## src/rtl/fba_pkg.sv

```systemverilog
// ----------------------------------------------------------------------------
// fba_pkg: shared types and constants for the frame bump allocator
// Field widths, status codes, register indexes and the front/back packet.
// ----------------------------------------------------------------------------
`default_nettype none
package fba_pkg;
    localparam int FRAME_SLOTS_DEF = 3;
    localparam int MAX_PAGES_DEF   = 8;
    localparam int SLOT_W = 3;
    localparam int PAGE_W = 3;

    localparam logic [31:0] PAGE_GRAIN = 32'h0001_0000;

    localparam logic [31:0] ARENA_RST   = 32'd1;
    localparam logic [31:0] PRIMARY_RST = 32'd4194304;
    localparam logic [31:0] FIRST_RST   = 32'd65536;
    localparam logic [31:0] LIMIT_RST   = 32'd67108864;

    localparam logic [1:0] REG_ARENA   = 2'd0;
    localparam logic [1:0] REG_PRIMARY = 2'd1;
    localparam logic [1:0] REG_FIRST   = 2'd2;
    localparam logic [1:0] REG_LIMIT   = 2'd3;

    typedef enum logic [1:0] {
        ST_OK        = 2'd0,
        ST_BAD_REQ   = 2'd1,
        ST_BAD_ALIGN = 2'd2,
        ST_EXHAUSTED = 2'd3
    } status_t;

    typedef enum logic [1:0] {
        CMD_BEGIN = 2'd0,
        CMD_ALLOC = 2'd1,
        CMD_REJECT = 2'd2
    } cmd_t;

    typedef struct packed {
        cmd_t              cmd;
        status_t           rej_status;
        logic [SLOT_W-1:0] slot;
        logic [31:0]       req;
        logic [31:0]       align;
    } work_t;

    typedef enum logic [3:0] {
        S_IDLE, S_PRIM, S_CLR, S_RD, S_WAIT, S_TRY, S_SUM, S_GEO, S_ROOM,
        S_ADD, S_DONE
    } back_state_t;
endpackage
`default_nettype wire

```

## src/rtl/fba_ram.sv

```systemverilog
// ----------------------------------------------------------------------------
// fba_ram: generic simple dual-port RAM
// One write port and one read port; read data registered.
// ----------------------------------------------------------------------------
`default_nettype none
module fba_ram #(
    parameter int WIDTH = 32,
    parameter int DEPTH = 24
) (
    input  wire logic                     clk,
    input  wire logic                     we,
    input  wire logic [$clog2(DEPTH)-1:0] waddr,
    input  wire logic [WIDTH-1:0]         wdata,
    input  wire logic [$clog2(DEPTH)-1:0] raddr,
    output logic      [WIDTH-1:0]         rdata
);
    logic [WIDTH-1:0] mem [DEPTH];

    always_ff @(posedge clk)
    begin
        if (we)
        begin
            mem[waddr] <= wdata;
        end
        rdata <= mem[raddr];
    end
endmodule
`default_nettype wire

```

## src/rtl/fba_front.sv

```systemverilog
// ----------------------------------------------------------------------------
// fba_front: request intake and classification
// Checks slot for begin, and slot, size, payload, enable and alignment for
// alloc; holds one classified item for the back end (one-entry queue).
// ----------------------------------------------------------------------------
`default_nettype none
module fba_front #(
    parameter int FRAME_SLOTS = fba_pkg::FRAME_SLOTS_DEF
) (
    input  wire logic                       clk,
    input  wire logic                       rst_n,
    input  wire logic                       in_valid,
    output logic                            in_ready,
    input  wire logic                       operation,
    input  wire logic [fba_pkg::SLOT_W-1:0] frame_slot,
    input  wire logic [31:0]                request_bytes,
    input  wire logic [31:0]                align_bytes,
    input  wire logic                       payload_present,
    input  wire logic                       arena_enabled,
    output logic                            q_valid,
    output fba_pkg::work_t                  q_item,
    input  wire logic                       q_take
);
    logic           q_valid_reg;
    fba_pkg::work_t q_item_reg;
    fba_pkg::work_t cls;
    logic           slot_bad;

    assign slot_bad = {1'b0, frame_slot} >= (fba_pkg::SLOT_W+1)'(FRAME_SLOTS);

    always_comb
    begin
        cls.slot       = frame_slot;
        cls.req        = request_bytes;
        cls.align      = align_bytes;
        cls.rej_status = fba_pkg::ST_OK;
        cls.cmd        = fba_pkg::CMD_ALLOC;
        if (!operation)
        begin
            cls.cmd = fba_pkg::CMD_BEGIN;
            if (slot_bad)
            begin
                cls.cmd        = fba_pkg::CMD_REJECT;
                cls.rej_status = fba_pkg::ST_BAD_REQ;
            end
        end
        else if (!payload_present || slot_bad || request_bytes == 32'd0 || !arena_enabled)
        begin
            cls.cmd        = fba_pkg::CMD_REJECT;
            cls.rej_status = fba_pkg::ST_BAD_REQ;
        end
        else if (align_bytes == 32'd0 || (align_bytes & (align_bytes - 32'd1)) != 32'd0)
        begin
            cls.cmd        = fba_pkg::CMD_REJECT;
            cls.rej_status = fba_pkg::ST_BAD_ALIGN;
        end
    end

    assign in_ready = !q_valid_reg || q_take;
    assign q_valid  = q_valid_reg;
    assign q_item   = q_item_reg;

    always_ff @(posedge clk or negedge rst_n)
    begin
        if (!rst_n)
        begin
            q_valid_reg <= 1'b0;
        end
        else if (in_ready)
        begin
            q_valid_reg <= in_valid;
        end
    end

    always_ff @(posedge clk)
    begin
        if (in_valid && in_ready)
        begin
            q_item_reg <= cls;
        end
    end
endmodule
`default_nettype wire

```

## src/rtl/fba_back.sv

```systemverilog
// ----------------------------------------------------------------------------
// fba_back: allocation engine
// Frame begin clear, primary bump, first-fit page scan, page append, result register.
// ----------------------------------------------------------------------------
`default_nettype none
module fba_back #(
    parameter int FRAME_SLOTS = fba_pkg::FRAME_SLOTS_DEF,
    parameter int MAX_PAGES   = fba_pkg::MAX_PAGES_DEF
) (
    input  wire logic                       clk,
    input  wire logic                       rst_n,
    input  wire logic                       q_valid,
    input  wire fba_pkg::work_t             q_item,
    output logic                            q_take,
    input  wire logic [31:0]                primary_bytes,
    input  wire logic [31:0]                first_spill_page_bytes,
    input  wire logic [31:0]                spill_limit_bytes,
    output logic                            out_valid,
    input  wire logic                       out_ready,
    output logic [1:0]                      status,
    output logic                            in_spill,
    output logic [fba_pkg::PAGE_W-1:0]      page_index,
    output logic [34:0]                     region_offset,
    output logic [32:0]                     remaining_bytes
);
    localparam int DEPTH = FRAME_SLOTS * MAX_PAGES;
    localparam int AW    = (DEPTH > 1) ? $clog2(DEPTH) : 1;
    localparam int PW    = $clog2(MAX_PAGES + 1);
    localparam int IW    = (MAX_PAGES > 1) ? $clog2(MAX_PAGES) : 1;
    localparam int SW    = (FRAME_SLOTS > 1) ? $clog2(FRAME_SLOTS) : 1;

    fba_pkg::back_state_t state_reg, state_next;
    fba_pkg::work_t       item_reg;

    logic [31:0] primary_fill_reg;
    logic [31:0] spill_used_reg;
    logic [PW-1:0] total_reg [FRAME_SLOTS];
    logic [PW-1:0] idx_reg;
    logic [33:0]   acc_reg;
    logic [33:0]   geo_reg;
    logic [33:0]   want_reg;
    logic [31:0]   last_size_reg;

    logic          out_valid_reg;
    logic [1:0]    status_reg;
    logic          in_spill_reg;
    logic [IW-1:0] page_reg;
    logic [34:0]   offset_reg;

    logic          size_we, fill_we;
    logic [AW-1:0] size_wa, fill_wa, raddr;
    logic [31:0]   size_wd, fill_wd, size_rd, fill_rd;
    logic [DEPTH-1:0] fresh_reg;

    fba_ram #(.WIDTH(32), .DEPTH(DEPTH)) u_size (
        .clk(clk), .we(size_we), .waddr(size_wa), .wdata(size_wd),
        .raddr(raddr), .rdata(size_rd));
    fba_ram #(.WIDTH(32), .DEPTH(DEPTH)) u_fill (
        .clk(clk), .we(fill_we), .waddr(fill_wa), .wdata(fill_wd),
        .raddr(raddr), .rdata(fill_rd));

    logic [32:0] amask;
    logic [33:0] prim_at, page_at, page_fill;
    logic        prim_fit, page_fit;
    logic        slot_ok;
    logic        take_ok;
    logic [PW-1:0] n_cur;
    logic [AW-1:0] base_addr;
    logic [32:0] p_left, s_left;
    logic [32:0] used_sum;
    logic [33:0] need, grain, room, limit34;

    assign amask    = {1'b0, item_reg.align} - 33'd1;
    assign prim_at  = ({2'b0, primary_fill_reg} + {1'b0, amask}) & ~{1'b0, amask};
    assign prim_fit = prim_at <= {2'b0, primary_bytes}
                   && {2'b0, item_reg.req} <= {2'b0, primary_bytes} - prim_at;
    // page entries of a slot not yet refilled since begin read as zero fill
    assign page_fill = fresh_reg[raddr] ? 34'd0 : {2'b0, fill_rd};
    assign page_at  = (page_fill + {1'b0, amask}) & ~{1'b0, amask};
    assign page_fit = page_at <= {2'b0, size_rd}
                   && {2'b0, item_reg.req} <= {2'b0, size_rd} - page_at;
    assign slot_ok  = {1'b0, item_reg.slot} < (fba_pkg::SLOT_W+1)'(FRAME_SLOTS);
    assign n_cur    = slot_ok ? total_reg[item_reg.slot[SW-1:0]] : '0;
    assign base_addr = AW'(item_reg.slot * MAX_PAGES);
    assign raddr    = base_addr + AW'(idx_reg);
    assign used_sum = {1'b0, spill_used_reg} + 33'(page_at + {2'b0, item_reg.req} - page_fill);
    assign need     = {2'b0, item_reg.req} + {2'b0, item_reg.align} - 34'd1;
    assign grain    = (need + 34'(fba_pkg::PAGE_GRAIN) - 34'd1) & ~(34'(fba_pkg::PAGE_GRAIN) - 34'd1);
    assign limit34  = {2'b0, spill_limit_bytes};
    assign room     = limit34 > acc_reg ? limit34 - acc_reg : 34'd0;
    assign p_left   = primary_bytes > primary_fill_reg ? {1'b0, primary_bytes - primary_fill_reg} : 33'd0;
    assign s_left   = spill_limit_bytes > spill_used_reg ? {1'b0, spill_limit_bytes - spill_used_reg} : 33'd0;

    assign take_ok = q_valid && (!out_valid_reg || out_ready);
    assign q_take  = (state_reg == fba_pkg::S_IDLE) && take_ok;

    always_ff @(posedge clk or negedge rst_n)
    begin
        if (!rst_n)
        begin
            state_reg <= fba_pkg::S_IDLE;
        end
        else
        begin
            state_reg <= state_next;
        end
    end

    always_comb
    begin
        state_next = state_reg;
        case (state_reg)
            fba_pkg::S_IDLE:
                if (take_ok)
                begin
                    state_next = (q_item.cmd == fba_pkg::CMD_ALLOC) ? fba_pkg::S_PRIM :
                                 (q_item.cmd == fba_pkg::CMD_BEGIN) ? fba_pkg::S_CLR :
                                 fba_pkg::S_DONE;
                end
            fba_pkg::S_PRIM:
                state_next = prim_fit ? fba_pkg::S_DONE :
                             (n_cur == '0) ? fba_pkg::S_SUM : fba_pkg::S_RD;
            fba_pkg::S_CLR:  state_next = fba_pkg::S_DONE;
            fba_pkg::S_RD:   state_next = fba_pkg::S_WAIT;
            fba_pkg::S_WAIT: state_next = fba_pkg::S_TRY;
            fba_pkg::S_TRY:
                if (idx_reg < n_cur && page_fit)
                    state_next = fba_pkg::S_DONE;
                else if (idx_reg + PW'(1) < n_cur)
                    state_next = fba_pkg::S_RD;
                else
                    state_next = fba_pkg::S_SUM;
            fba_pkg::S_SUM:
                state_next = (n_cur >= PW'(MAX_PAGES) || need > 34'hFFFF_FFFF) ?
                             fba_pkg::S_DONE : fba_pkg::S_GEO;
            fba_pkg::S_GEO:  state_next = fba_pkg::S_ROOM;
            fba_pkg::S_ROOM:
                state_next = (want_reg >= grain && want_reg != 34'd0) ?
                             fba_pkg::S_ADD : fba_pkg::S_DONE;
            fba_pkg::S_ADD:  state_next = fba_pkg::S_WAIT;
            fba_pkg::S_DONE: state_next = fba_pkg::S_IDLE;
            default: state_next = fba_pkg::S_IDLE;
        endcase
    end

    logic [33:0] want_sel;
    assign want_sel = grain > geo_reg ? grain : geo_reg;

    always_comb
    begin
        size_we = 1'b0;
        size_wa = raddr;
        size_wd = want_reg[31:0];
        fill_we = 1'b0;
        fill_wa = raddr;
        fill_wd = page_at[31:0] + item_reg.req;
        if (state_reg == fba_pkg::S_ADD)
            size_we = 1'b1;
        if (state_reg == fba_pkg::S_TRY && idx_reg < n_cur && page_fit)
            fill_we = 1'b1;
    end

    always_ff @(posedge clk or negedge rst_n)
    begin
        if (!rst_n)
        begin
            primary_fill_reg <= '0;
            spill_used_reg   <= '0;
            out_valid_reg    <= 1'b0;
            fresh_reg        <= '0;
            item_reg         <= '0;
            for (int s = 0; s < FRAME_SLOTS; s++)
                total_reg[s] <= '0;
        end
        else
        begin
            if (state_reg == fba_pkg::S_DONE)
                out_valid_reg <= 1'b1;
            else if (out_valid_reg && out_ready)
                out_valid_reg <= 1'b0;
            case (state_reg)
                fba_pkg::S_IDLE:
                    if (take_ok)
                    begin
                        item_reg <= q_item;
                        idx_reg  <= '0;
                        acc_reg  <= '0;
                        status_reg   <= q_item.rej_status;
                        in_spill_reg <= 1'b0;
                        page_reg     <= '0;
                        offset_reg   <= '0;
                    end
                fba_pkg::S_PRIM:
                    if (prim_fit)
                    begin
                        primary_fill_reg <= prim_at[31:0] + item_reg.req;
                        offset_reg <= 35'(item_reg.slot * {3'b0, primary_bytes}) + 35'(prim_at);
                    end
                fba_pkg::S_CLR:
                begin
                    primary_fill_reg <= '0;
                    spill_used_reg   <= '0;
                    fresh_reg[base_addr +: MAX_PAGES] <= '1;
                end
                fba_pkg::S_TRY:
                begin
                    if (idx_reg < n_cur && page_fit)
                    begin
                        fresh_reg[raddr] <= 1'b0;
                        spill_used_reg <= used_sum[32] ? 32'hFFFF_FFFF : used_sum[31:0];
                        status_reg   <= fba_pkg::ST_OK;
                        in_spill_reg <= 1'b1;
                        page_reg     <= idx_reg[IW-1:0];
                        offset_reg   <= 35'(page_at);
                    end
                    else
                    begin
                        if (idx_reg < n_cur)
                        begin
                            acc_reg <= acc_reg + {2'b0, size_rd};
                            last_size_reg <= size_rd;
                        end
                        idx_reg <= idx_reg + PW'(1);
                        status_reg <= fba_pkg::ST_EXHAUSTED;
                    end
                end
                fba_pkg::S_SUM:
                begin
                    status_reg <= fba_pkg::ST_EXHAUSTED;
                    idx_reg <= n_cur;
                    if (n_cur == '0)
                        geo_reg <= {2'b0, first_spill_page_bytes};
                    else
                        geo_reg <= ({2'b0, last_size_reg} << 1) > limit34 ? limit34
                                   : ({2'b0, last_size_reg} << 1);
                end
                fba_pkg::S_GEO:
                    want_reg <= want_sel > room ? room : want_sel;
                fba_pkg::S_ADD:
                begin
                    total_reg[item_reg.slot[SW-1:0]] <= n_cur + PW'(1);
                    fresh_reg[raddr] <= 1'b1;
                end
                default: ;
            endcase
        end
    end

    assign out_valid       = out_valid_reg;
    assign status          = status_reg;
    assign in_spill        = status_reg == fba_pkg::ST_OK ? in_spill_reg : 1'b0;
    assign page_index      = status_reg == fba_pkg::ST_OK ? fba_pkg::PAGE_W'(page_reg) : '0;
    assign region_offset   = status_reg == fba_pkg::ST_OK ? offset_reg : '0;
    assign remaining_bytes = p_left + s_left;

    a_take_idle: assert property (@(posedge clk) disable iff (!rst_n)
        q_take |=> state_reg != fba_pkg::S_IDLE) else $error("take not started");
    a_total_max: assert property (@(posedge clk) disable iff (!rst_n)
        n_cur <= PW'(MAX_PAGES)) else $error("page total over max");
    a_done_out: assert property (@(posedge clk) disable iff (!rst_n)
        (state_reg == fba_pkg::S_DONE && !out_valid_reg) |=> out_valid_reg)
        else $error("result lost");
endmodule
`default_nettype wire

```

## src/rtl/frame_bump_allocator_with_spill_core.sv

```systemverilog
// ----------------------------------------------------------------------------
// frame_bump_allocator_with_spill_core: per-frame bump allocator, spill pages
// Front classifies items into a one-entry queue; back allocates.
// ----------------------------------------------------------------------------
//  channel | handshake        | payload
//  in      | in_valid/ready   | operation frame_slot request_bytes align_bytes payload_present
//  out     | out_valid/ready  | status in_spill page_index region_offset remaining_bytes
//  cfg     | APB write/read   | paddr pwdata prdata
// A reject goes straight to the result; begin clears the slot and a primary hit
// bumps the fill first; spill scans pages (page RAM read) and may append a page.
// One item in the back end at a time; it takes the next as the result leaves.
// Reset clears fills and page counts; page RAMs need no clearing.
// A stalled output holds the back end; the front queue still takes one item.
`default_nettype none
module frame_bump_allocator_with_spill_core #(
    parameter int FRAME_SLOTS = fba_pkg::FRAME_SLOTS_DEF,
    parameter int MAX_PAGES   = fba_pkg::MAX_PAGES_DEF
) (
    input  wire logic        clk,
    input  wire logic        rst_n,
    input  wire logic        psel,
    input  wire logic        penable,
    input  wire logic        pwrite,
    input  wire logic [3:0]  paddr,
    input  wire logic [31:0] pwdata,
    output logic      [31:0] prdata,
    output logic             pready,
    input  wire logic        in_valid,
    output logic             in_ready,
    input  wire logic        operation,
    input  wire logic [2:0]  frame_slot,
    input  wire logic [31:0] request_bytes,
    input  wire logic [31:0] align_bytes,
    input  wire logic        payload_present,
    output logic             out_valid,
    input  wire logic        out_ready,
    output logic [1:0]       status,
    output logic             in_spill,
    output logic [2:0]       page_index,
    output logic [34:0]      region_offset,
    output logic [32:0]      remaining_bytes
);
    logic        arena_reg;
    logic [31:0] primary_reg, first_reg, limit_reg;
    logic        q_valid, q_take;
    fba_pkg::work_t q_item;

    assign pready = 1'b1;

    always_ff @(posedge clk or negedge rst_n)
    begin
        if (!rst_n)
        begin
            arena_reg   <= fba_pkg::ARENA_RST[0];
            primary_reg <= fba_pkg::PRIMARY_RST;
            first_reg   <= fba_pkg::FIRST_RST;
            limit_reg   <= fba_pkg::LIMIT_RST;
        end
        else if (psel && penable && pwrite)
        begin
            case (paddr[3:2])
                fba_pkg::REG_ARENA:   arena_reg   <= pwdata[0];
                fba_pkg::REG_PRIMARY: primary_reg <= pwdata;
                fba_pkg::REG_FIRST:   first_reg   <= pwdata;
                fba_pkg::REG_LIMIT:   limit_reg   <= pwdata;
                default: ;
            endcase
        end
    end

    always_comb
    begin
        case (paddr[3:2])
            fba_pkg::REG_ARENA:   prdata = {31'd0, arena_reg};
            fba_pkg::REG_PRIMARY: prdata = primary_reg;
            fba_pkg::REG_FIRST:   prdata = first_reg;
            fba_pkg::REG_LIMIT:   prdata = limit_reg;
            default:              prdata = '0;
        endcase
    end

    fba_front #(.FRAME_SLOTS(FRAME_SLOTS)) u_front (
        .clk(clk), .rst_n(rst_n), .in_valid(in_valid), .in_ready(in_ready),
        .operation(operation), .frame_slot(frame_slot),
        .request_bytes(request_bytes), .align_bytes(align_bytes),
        .payload_present(payload_present), .arena_enabled(arena_reg),
        .q_valid(q_valid), .q_item(q_item), .q_take(q_take));

    fba_back #(.FRAME_SLOTS(FRAME_SLOTS), .MAX_PAGES(MAX_PAGES)) u_back (
        .clk(clk), .rst_n(rst_n), .q_valid(q_valid), .q_item(q_item),
        .q_take(q_take), .primary_bytes(primary_reg),
        .first_spill_page_bytes(first_reg), .spill_limit_bytes(limit_reg),
        .out_valid(out_valid), .out_ready(out_ready), .status(status),
        .in_spill(in_spill), .page_index(page_index),
        .region_offset(region_offset), .remaining_bytes(remaining_bytes));
endmodule
`default_nettype wire
```

## config.mk

```make
export PLATFORM = sky130hd
export DESIGN_NAME = frame_bump_allocator_with_spill_core
export DESIGN_NICKNAME = d
export VERILOG_FILES = /design/src/rtl/fba_pkg.sv /design/src/rtl/fba_ram.sv /design/src/rtl/fba_front.sv /design/src/rtl/fba_back.sv /design/src/rtl/frame_bump_allocator_with_spill_core.sv
export SDC_FILE = /design/constraint.sdc
export NUM_CORES = 2
export LEC_CHECK = 0
export BUFFER_PORTS_ARGS = -buffer_cell sky130_fd_sc_hd__buf_2
export CAP_MARGIN = 30
export CORE_UTILIZATION = 55
export CTS_BUF_LIST = sky130_fd_sc_hd__clkbuf_8
export CTS_CLUSTER_SIZE = 14
export DETAILED_ROUTE_END_ITERATION = 12
export PLACE_DENSITY = 0.74
export SLEW_MARGIN = 40
export SYNTH_ARGS = -nofsm -noshare
export SYNTH_HDL_FRONTEND = slang
export SYNTH_SLANG_ARGS = --single-unit
```

## constraint.sdc

```tcl
create_clock -name clk -period 10.1 [get_ports clk]
set_clock_uncertainty 0.15 [all_clocks]
set_input_delay 1.515 -clock clk [delete_from_list [all_inputs] [get_ports clk]]
set_output_delay 1.515 -clock clk [all_outputs]
set_load 0.02 [all_outputs]
```

==> impl_metrics.json <==
{
  "outcome": "finished clean",
  "synth_compound_area_share_pct": 10.8,
  "synthCells": 8618,
  "ant_nets": 0,
  "tns_ps": 0,
  "drv_slew": 0,
  "ys_warn_count": 0,
  "num-fill-cells": 15007,
  "wire_per_inst_um": 29.9,
  "vias_per_cell": 6.38,
  "critPathKind": "flip-flop to flip-flop",
  "required_ps": 10620,
  "cp-end-kind": "flip-flop",
  "hold_viol": 0,
  "clockBufferDepth": 4,
  "fmaxAchievable_mhz": 101,
  "cts_root_buffer": "clkbuf_8",
  "yosys-mux-area-fraction_pct": 11.1,
  "grt-ovfl-total": 0,
  "grt_pass1_wl_mm": 522,
  "arrival_ps": 10380,
  "fin_util_pct": 63.5,
  "dp_hpwl_mm": 270,
  "initial_core_util_pct": 55.6,
  "synth_common_cells": "edfxtp_1, ha_1, nand2_1",
  "yosys-top-cells-area": "edfxtp_1, mux4_2, ha_1",
  "hp-class": "input pin to async pin",
  "io_buffer_count": 217,
  "htreeDepth": 5,
  "drc": 0,
  "synth_top_area_share_pct": 47.5,
  "finalWirelength_mm": 370,
  "cts_tree": "done",
  "cp_top_family": "compound AO/OA/AOI/OAI gates",
  "coreArea_sq_mm": 0.203,
  "dr.pass1.iters": 9,
  "numCtsBuffers": 354,
  "yosys_register_bits": 2119,
  "critPathBufInv": 9,
  "yosysMostFrequentCell": "edfxtp_1",
  "synthFlopType": "edfxtp_1",
  "critical-path-max-stage-delay_ps": 430,
  "cts_sinks": 2119,
  "clkTransAtPathRegs_ps": 60,
  "grt_max_degree": 144,
  "synthSimpleGateAreaFrac_pct": 8.34,
  "drive_gt1_share_pct": 20.9,
  "insertion_delay_ps": 1080,
  "layout.nets": 10313,
  "cp_num_cells": 45,
  "synth_edf_count": 1785,
  "period_needed_ps": 9860,
  "synth.distinct_cells": 102,
  "path_max_fanout": 34,
  "setup_violations": 0,
  "tightest_slew_ps": 1020,
  "rr_worst_depth": 45,
  "die_h_um": 455,
  "grt_pass1_vias": 76228,
  "routed-via-count": 79062,
  "syn-cell-area_sq_mm": 0.113,
  "drt_iter0_drc": 8929,
  "yosysTopAreaCell": "edfxtp_1",
  "synth_xor_area_share_pct": 3.24,
  "globalRouteTotalUtil_pct": 35.4,
  "yosysSeqAreaShare_pct": 54.6,
  "cap_violations": 0,
  "fp.dieArea_sq_mm": 0.207,
  "critical-path-slowest-cell": "or3b_4",
  "start_kind": "flip-flop",
  "synth_top_family_by_area": "multiplexers",
  "die_x_um": 455,
  "ios": 221,
  "synthAdderAreaFrac_pct": 9.30,
  "place_congestion": 0.996,
  "slew_headroom_pct": 31.2,
  "rows": 165,
  "post-route-period-util_pct": 97.6,
  "syn_to_final_growth_pct": 14.2,
  "antenna_found_initial": 32,
  "avgSynthCellArea_sq_um": 13.1,
  "ys_async_sr_fraction_pct": 12.7
}
==> worst reg2reg max path: cells and delay by family (launching register included) <==
kind	cells	cell delay, ps
AOI/OAI and AO/OA	16	3320
and+or+nand+nor	14	2850
buffers and inverters	9	1400
adders and majority gates	4	1040
DFF	1	420
xor gates and xnor gates	2	300
==> through the flow <==
step / hold WS (ps) / setup WS [ps] / instances / instance area [sq um]
finish: 281 / 241 / 12392 / 129000
global route: 301 / -103 / 12381 / 129000
CTS: 266 / 73.9 / 12334 / 128000
detailed placement: 315 / -165 / 11704 / 121000
global placement: 311 / -39.0 / 11689 / 121000
floorplan: 287 / -165 / 8619 / 113000
==> final timing paths <==
| path | endpoint | slack, ps | start |
|---|---|---|---|
| max | u_back.acc_reg[25] | 240 | u_back.item_reg[0] |
| min | primary_reg[13] | 280 | rst_n |
| max reg2reg | u_back.acc_reg[25] | 240 | u_back.item_reg[0] |
| min reg2reg | u_back.item_reg[65] | 290 | u_front.q_item[65] |
| max in group asynchronous | u_back.item_reg[13] | 8120 | rst_n |
| min in group clk | u_back.item_reg[65] | 290 | u_front.q_item[65] |
==> cells in the final DEF (no fill, tap or decap), types with 270 or more instances in the layout <==
cell type / netlist / layout
a21oi_1: 437 / 420
inv_1: 498 / 616
o21ai_0: 330 / 321
clkbuf_8: 0 / 380
mux4_2: 391 / 391
nand2_1: 544 / 536
nor2_1: 487 / 429
xnor2_1: 281 / 270
edfxtp_1: 1785 / 1785
ha_1: 653 / 643
buf_4: 5 / 420
==> cell type report <==
class	instances	area (sq um)	share of cell area (%)
sequential	2119	61600	47.8
antenna	16	40.0	0.0310
tap	2672	3340	2.59
inverter	500	1880	1.46
clock inverter	247	1280	0.994
clock buffer	380	5230	4.06
multi-input combinational	5711	49300	38.3
timing repair buffer	747	6210	4.82
==> timing repair <==
action,4_1_cts,5_1_grt
buffers inserted,2,18
cloned,1,4
endpoints found under the setup margin,503,1018
resized for setup,13,102
hold buffers,0,0
pin swaps,2,28
==> kinds of logic (layout without fill, tap and decap cells) <==
family,after synthesis,count (layout)
buffers and inverters,789,1874
adders and majority gates,771,771
other,2,19
AOI/OAI and AO/OA,1844,1844
DFF,2119,2119
muxes,732,732
xor gates and xnor gates,418,418
and+or+nand+nor,1943,1943
==> metal layers <==
layer / GRT usage, % / routed length [um]
met1: 48.9 / 149000
met2: 51.9 / 161000
met3: 8.68 / 38400
met4: 18.7 / 22100
met5: 0 / 162
Power is not shown: default switching activity piles up to over one toggle a cycle in this logic, so the estimate is an artifact.
